==> src/rtl/pps_pkg.sv <==
// Package for the power path sequencer: state codes, charger status codes
// and the state record passed between the top level and the evaluation logic.
// Depends on nothing.
`default_nettype none

package pps_pkg;

    typedef enum logic [2:0] {
        ST_ENTRY     = 3'd0,
        ST_USB       = 3'd1,
        ST_HIGH      = 3'd2,
        ST_CHARGED   = 3'd3,
        ST_DISCHARGE = 3'd4,
        ST_OFF       = 3'd5
    } power_state_t;

    typedef enum logic [1:0] {
        CHG_PRECHARGE = 2'd0,
        CHG_FAST      = 2'd1,
        CHG_DONE      = 2'd2,
        CHG_SUSPENDED = 2'd3
    } charger_status_t;

    localparam int RAIL_3V_BIT = 0;
    localparam int RAIL_5V_BIT = 1;
    localparam int RAIL_6V_BIT = 2;

    localparam logic [2:0] RAILS_3V_ONLY = 3'b001;
    localparam logic [2:0] RAILS_ALL     = 3'b111;
    localparam logic [2:0] RAILS_NONE    = 3'b000;

    // Architectural state that one evaluation reads and writes.
    typedef struct packed {
        power_state_t state;
        logic [2:0]   rails;
        logic         charger_mode;
        logic         on_flag;
    } pps_ctx_t;

    // Conditions sampled on the current tick.
    typedef struct packed {
        logic            usb_conn;
        logic            button;
        logic            battery_ok;
        charger_status_t charger;
    } pps_cond_t;

endpackage

`default_nettype wire

==> src/rtl/pps_eval.sv <==
// Next-state logic of the six-state power FSM for one evaluation.
// Purely combinational; uses types and codes from pps_pkg.
`default_nettype none

module pps_eval (
    input  var pps_pkg::pps_ctx_t  ctx_in,
    input  var pps_pkg::pps_cond_t cond,
    output pps_pkg::pps_ctx_t      ctx_out,
    output logic                   shutdown
);
    import pps_pkg::*;

    logic pc;
    logic btn;
    logic ok;
    logic on;

    assign pc  = cond.usb_conn;
    assign btn = cond.button;
    assign ok  = cond.battery_ok;
    assign on  = ctx_in.on_flag;

    always_comb begin
        logic go_off;
        go_off   = 1'b0;
        ctx_out  = ctx_in;
        case (ctx_in.state)
            ST_ENTRY: begin
                if (pc) begin
                    ctx_out.rails        = RAILS_3V_ONLY;
                    ctx_out.charger_mode = 1'b0;
                    ctx_out.state        = ST_USB;
                end else if (btn && ok) begin
                    ctx_out.rails   = RAILS_ALL;
                    ctx_out.on_flag = 1'b1;
                    ctx_out.state   = ST_DISCHARGE;
                end else if (cond.charger != CHG_SUSPENDED) begin
                    ctx_out.rails[RAIL_3V_BIT] = 1'b1;
                    ctx_out.charger_mode       = 1'b1;
                    ctx_out.state              = ST_HIGH;
                end else if (!ok) begin
                    go_off = 1'b1;
                end
            end
            ST_USB: begin
                if (!pc && !on) begin
                    go_off = 1'b1;
                end else if (btn && ok && !on) begin
                    ctx_out.rails   = RAILS_ALL;
                    ctx_out.on_flag = 1'b1;
                    ctx_out.state   = ST_DISCHARGE;
                end else if (!ok) begin
                    go_off = 1'b1;
                end else if (cond.charger == CHG_DONE && on) begin
                    ctx_out.state = ST_CHARGED;
                end
            end
            ST_HIGH: begin
                if (btn && ok && !on) begin
                    ctx_out.rails   = RAILS_ALL;
                    ctx_out.on_flag = 1'b1;
                    ctx_out.state   = ST_DISCHARGE;
                end else if (btn && ok && on) begin
                    go_off = 1'b1;
                end else if (cond.charger == CHG_SUSPENDED && ok && on) begin
                    ctx_out.state = ST_DISCHARGE;
                end else if (!ok) begin
                    go_off = 1'b1;
                end else if (cond.charger == CHG_DONE && on) begin
                    ctx_out.state = ST_CHARGED;
                end
            end
            ST_CHARGED: begin
                if (!pc && cond.charger != CHG_DONE && ok && on) begin
                    ctx_out.state = ST_DISCHARGE;
                end else if (pc) begin
                    ctx_out.state = ST_USB;
                end else if (cond.charger != CHG_SUSPENDED) begin
                    ctx_out.state = ST_HIGH;
                end else if (btn && on) begin
                    go_off = 1'b1;
                end else if (!ok) begin
                    go_off = 1'b1;
                end
            end
            ST_DISCHARGE: begin
                if (btn && ok && !on) begin
                    ctx_out.state        = ST_USB;
                    ctx_out.charger_mode = 1'b0;
                end else if (!pc && cond.charger != CHG_SUSPENDED) begin
                    ctx_out.state        = ST_HIGH;
                    ctx_out.charger_mode = 1'b1;
                end else if (btn && on) begin
                    go_off = 1'b1;
                end else if (!ok) begin
                    go_off = 1'b1;
                end
            end
            default: begin
                // The off state and the unused codes hold everything.
                ctx_out = ctx_in;
            end
        endcase
        // The turn-off sequence drops the rails but leaves device-on alone.
        if (go_off) begin
            ctx_out.state = ST_OFF;
            ctx_out.rails = RAILS_NONE;
        end
        shutdown = go_off;
    end

endmodule

`default_nettype wire

==> src/rtl/power_path_sequencer.sv <==
// Top level of the power path sequencer: stream handshake, held FSM state
// and the result register. Depends on pps_pkg and pps_eval.
`default_nettype none

//  Channel   Direction  Bits  Contents
//  s_*       in         8     one update tick (charger pins, USB, battery, button)
//  m_*       out        16    state, rail enables, charger mode, flags
//
// Every tick accepted gives exactly one result transfer. The evaluation is a
// single pass of logic from the incoming tick and the held state into the
// result register, so one tick is accepted per clock cycle and its result
// appears in the next cycle. The input side stalls only while a result waits
// and the output side is not ready. Reset (aresetn low, synchronous) returns
// the FSM to the entry state with all rails off and drops any pending result.

module power_path_sequencer (
    input  wire logic        aclk,
    input  wire logic        aresetn,

    input  wire logic        s_tvalid,
    output logic             s_tready,
    // [0] charger_stat1, [1] charger_stat2, [2] usb_configured,
    // [3] battery_ok, [4] button_long_press, [7:5] zero
    input  wire logic [7:0]  s_tdata,

    output logic             m_tvalid,
    input  wire logic        m_tready,
    // [2:0] power_state, [3] rail_3v_enable, [4] rail_5v_enable,
    // [5] rail_6v_enable, [6] charger_high_power, [7] device_on,
    // [8] shutdown_strobe, [9] evaluated, [15:10] zero
    output logic [15:0]      m_tdata
);
    import pps_pkg::*;

    // Held state of the sequencer.
    pps_ctx_t        ctx_reg;
    pps_ctx_t        ctx_next;
    charger_status_t last_chg_reg;
    logic            last_bat_reg;

    // Result register.
    logic        m_valid_reg;
    logic [15:0] m_data_reg;
    logic [15:0] m_data_next;

    logic        in_xfer;
    pps_cond_t   cond;
    logic        event_hit;
    pps_ctx_t    eval_ctx;
    logic        eval_shut;
    logic        shut_flag;

    // A new tick may enter whenever the result register is empty or is being
    // emptied in this same cycle.
    assign s_tready = !m_valid_reg || m_tready;
    assign in_xfer  = s_tvalid && s_tready;

    assign cond.charger    = charger_status_t'({s_tdata[0], s_tdata[1]});
    assign cond.usb_conn   = s_tdata[2];
    assign cond.battery_ok = s_tdata[3];
    assign cond.button     = s_tdata[4];

    // A press always forces an evaluation and is consumed by it, so no press
    // ever remains pending between ticks and none needs to be stored.
    assign event_hit = cond.button || cond.usb_conn ||
                       (cond.charger != last_chg_reg) ||
                       (cond.battery_ok != last_bat_reg);

    pps_eval u_eval (
        .ctx_in   (ctx_reg),
        .cond     (cond),
        .ctx_out  (eval_ctx),
        .shutdown (eval_shut)
    );

    always_comb begin
        ctx_next    = event_hit ? eval_ctx : ctx_reg;
        shut_flag   = event_hit && eval_shut;
        m_data_next = {6'b0, event_hit, shut_flag, ctx_next.on_flag,
                       ctx_next.charger_mode, ctx_next.rails[RAIL_6V_BIT],
                       ctx_next.rails[RAIL_5V_BIT], ctx_next.rails[RAIL_3V_BIT],
                       ctx_next.state};
    end

    always_ff @(posedge aclk) begin
        if (!aresetn) begin
            ctx_reg.state        <= ST_ENTRY;
            ctx_reg.rails        <= RAILS_NONE;
            ctx_reg.charger_mode <= 1'b0;
            ctx_reg.on_flag      <= 1'b0;
            last_chg_reg         <= CHG_SUSPENDED;
            last_bat_reg         <= 1'b1;
        end else if (in_xfer) begin
            ctx_reg      <= ctx_next;
            last_chg_reg <= cond.charger;
            last_bat_reg <= cond.battery_ok;
        end
    end

    always_ff @(posedge aclk) begin
        if (!aresetn) begin
            m_valid_reg <= 1'b0;
        end else if (in_xfer) begin
            m_valid_reg <= 1'b1;
        end else if (m_tready) begin
            m_valid_reg <= 1'b0;
        end
    end

    always_ff @(posedge aclk) begin
        if (in_xfer) begin
            m_data_reg <= m_data_next;
        end
    end

    assign m_tvalid = m_valid_reg;
    assign m_tdata  = m_data_reg;

endmodule

`default_nettype wire
==> config.mk <==
export PLATFORM = sky130hd
export DESIGN_NAME = power_path_sequencer
export DESIGN_NICKNAME = d
export VERILOG_FILES = /design/src/rtl/pps_pkg.sv /design/src/rtl/pps_eval.sv /design/src/rtl/power_path_sequencer.sv
export SDC_FILE = /design/constraint.sdc
export NUM_CORES = 1
export LEC_CHECK = 0
export ABC_AREA = 1
export BUFFER_PORTS_ARGS = -buffer_cell sky130_fd_sc_hd__buf_4
export CORE_MARGIN = 2
export CORE_UTILIZATION = 55
export DETAILED_ROUTE_END_ITERATION = 7
export PLACE_DENSITY = 0.85
export SYNTH_ARGS = -nofsm -noshare
export SYNTH_HDL_FRONTEND = slang
export SYNTH_SLANG_ARGS = --single-unit
==> constraint.sdc <==
create_clock -name aclk -period 1.9 [get_ports aclk]
set_input_delay 0.19 -clock aclk [delete_from_list [all_inputs] [get_ports aclk]]
set_output_delay 0.19 -clock aclk [all_outputs]
set_load 0.05 [all_outputs]
==> flow_summary.toml <==
[clocking]
worstSkewPairLatency_ps = 320
post_cts_buffers = 0
htreeDepth = 1
cts_buffer_depth = 2
cts_tree = "built"
clock-sinks = 22
root_buffer = "clkbuf_4"
post_cts_resized = 0
hold_buffers = 0
numCtsBuffers = 3
clk_pin_slew_ps = 140

[global_routing]
grt_max_degree = 22
grt_pass1_vias = 1379
grt_usage_pct = 23.3
gr-total-overflow = 0
grt_pass1_wl_mm = 5.95
antenna_found_initial = 0

[cells_and_area]
nNetsFinal = 268
finalInstanceArea_sq_um = 1730
antennaDiodeCount = 0
area_growth_pct = 12.8
layout-drive-gt1-share_pct = 16.9
layout_commonest_cell = "nand2_1"
layoutNonFillerInstCount = 286
final_cell_mix = "nand2_1 (72), inv_1 (31), nor2_1 (23), buf_4 (23), nand3_1 (18)"
largest_register_ffs = 10

[timing]
fmax_mhz = 598
finalSetupTns_ps = 0
setup_viol = 0
clock_skew_ps = 5.48
worst_pin_slew_ps = 644
rsz0062_at_grt = "no"
max_slew_margin_pct = 57.0
min_period_ps = 1670
hold_viol = 0
fin_crit_sh_pct = 88.0
drv_slew = 0

[worst_setup_path]
ff2ff_path_depth = 9
endpoint_kind = "flop"
cpMostUsedCell = "nor2_1"
startpoint_type = "flop"
reg2reg_slack_ps = 230
worstPathMaxFanout = 6
r2r-start = "ctx_reg[6]$_SDFFE_PN0P_"
max_stage_delay_ps = 520
crit_type = "reg2reg"
required_ps = 2000
path_cells = "inv_1 -> nand3_2 -> nor2_1 -> nor2_1 -> nand4_1 -> nor2_1 -> nand2_1 -> nand2_1 -> inv_1"
cpMaxStageDelayCell = "dfxtp_1"
crit_start = "ctx_reg[6]$_SDFFE_PN0P_"
worstPathArrival_ps = 1770

[route]
highest_layer = "met4"
drt_first_pass_iters = 4
ant_nets = 0
routed-wl-met3_microns = 205
drt-initial-drc-count = 97
routed_wl_mm = 3.43
viasPerCell = 5.30
wl_met1_mm = 1.51
wire_per_inst_microns = 12.0
via_count = 1516
wl_met2_mm = 1.61
remaining_drc_errors = 0

[yosys]
async_reset_ff_share_pct = 0
syn_inst = 234
synth_edf_count = 10
avgSynthCellArea_sq_um = 6.54
seq_area_frac_synth_pct = 35.3
ys.flop_type = "dfxtp_1"
synth_area_sq_um = 1530
yosys.cell_types.count = 26
ys_seq_elements = 22
ys_warn_count = 0

[power_and_ir_drop]
swShare_pct = 38.3
leakage_nw = 0.948
seqPwrFrac_pct = 39.6
power_frac_comb_pct = 36.0
power_frac_clock_pct = 24.4
intPower_w = 0.000942
peakVddDrop_v = 0.000698
power.density_nw_per_um2 = 883
switchingPower_w = 0.000584

[place]
hpwl_mm = 2.66
port_buffers = 20
gp_congestion = 0.933
placedCellCount = 282
dpl_cell_area_sq_um = 1680

[worst_hold_path]
hp-start = "aresetn"
hold_depth = 2
hold_path.class = "in2reg"

[floorplanning]
die-area_sq_um = 3220
die_w_microns = 56.8
rows = 19
start_util_pct = 56.5
ios = 30
core-area_sq_um = 2710
die_y_microns = 56.8

[run]
drv_cap = 0

[outcome]
outcome = "finished, final reports clean"
metal layers:
metal	GRT usage (%)	up-vias
met1	30.3	668
met2	40.2	60
met3	3.46	15
li1	-	773
met4	6.31	0
met5	0	-
final timing paths:
path                                                     end
worst max-delay path                    m_tdata[0]$_DFFE_PP_
worst min-delay path            last_chg_reg[0]$_SDFFE_PN1P_
worst max register to register          m_tdata[0]$_DFFE_PP_
worst min register to register     last_bat_reg$_SDFFE_PN1P_
power groups by stage:
stage	Clock, W	Combinational [W]	Sequential (W)
2_1_floorplan	0	0.000328	0.000709
3_3_place_gp	0	0.000536	0.000613
3_5_place_dp	0	0.000545	0.000615
4_1_cts	0.000367	0.000547	0.000605
5_1_grt	0.000384	0.000611	0.000610
6_report	0.000372	0.000549	0.000605
synth_stat cells, types with 3 or more instances:
master	count	area share, %
o211ai_1	3	1.5
inv_2	5	1.2
dfxtp_1	12	16
edfxtp_1	10	20
buf_4	6	2.9
o21ai_1	3	0.98
a21oi_1	16	5.2
nor2_1	23	5.6
nand3_1	18	5.9
o21ai_0	13	4.2
nand2_1	72	18
inv_1	31	7.6
final cells by class:
cell class | count | area (sq um)
timing repair buffer | 23 | 173
fill | 261 | 982
sequential | 22 | 541
multi-input combinational | 169 | 783
clock inverter | 1 | 30.0
inverter | 37 | 140
tap | 31 | 38.8
clock buffer | 3 | 22.5
worst max-delay path, delay by kind of cell, from the launching register on:
family / cells / cell delay, ps
buf+inv: 2 / 210
simple gates: 7 / 730
flops: 1 / 520
cells by family after synthesis:
family                 synth area share, %
AO/OA/AOI/OAI                         13.2
AND/OR/NAND/NOR                       36.4
other                                0.245
buffers and inverters                 14.8
flip-flops                            35.3
per-stage QoR:
step           hold slack, ps  utilization, %  power (W)  worst slack [ps]
6_report                  148            63.8    0.00153               227
3_5_place_dp              475            61.8    0.00116               251
2_1_floorplan             393               -    0.00104              52.2
5_1_grt                   153            63.8    0.00161              63.0
3_3_place_gp              469            61.8    0.00115               296
4_1_cts                   145            63.8    0.00152               246
No activity file was read; power rests on OpenSTA's default activity.
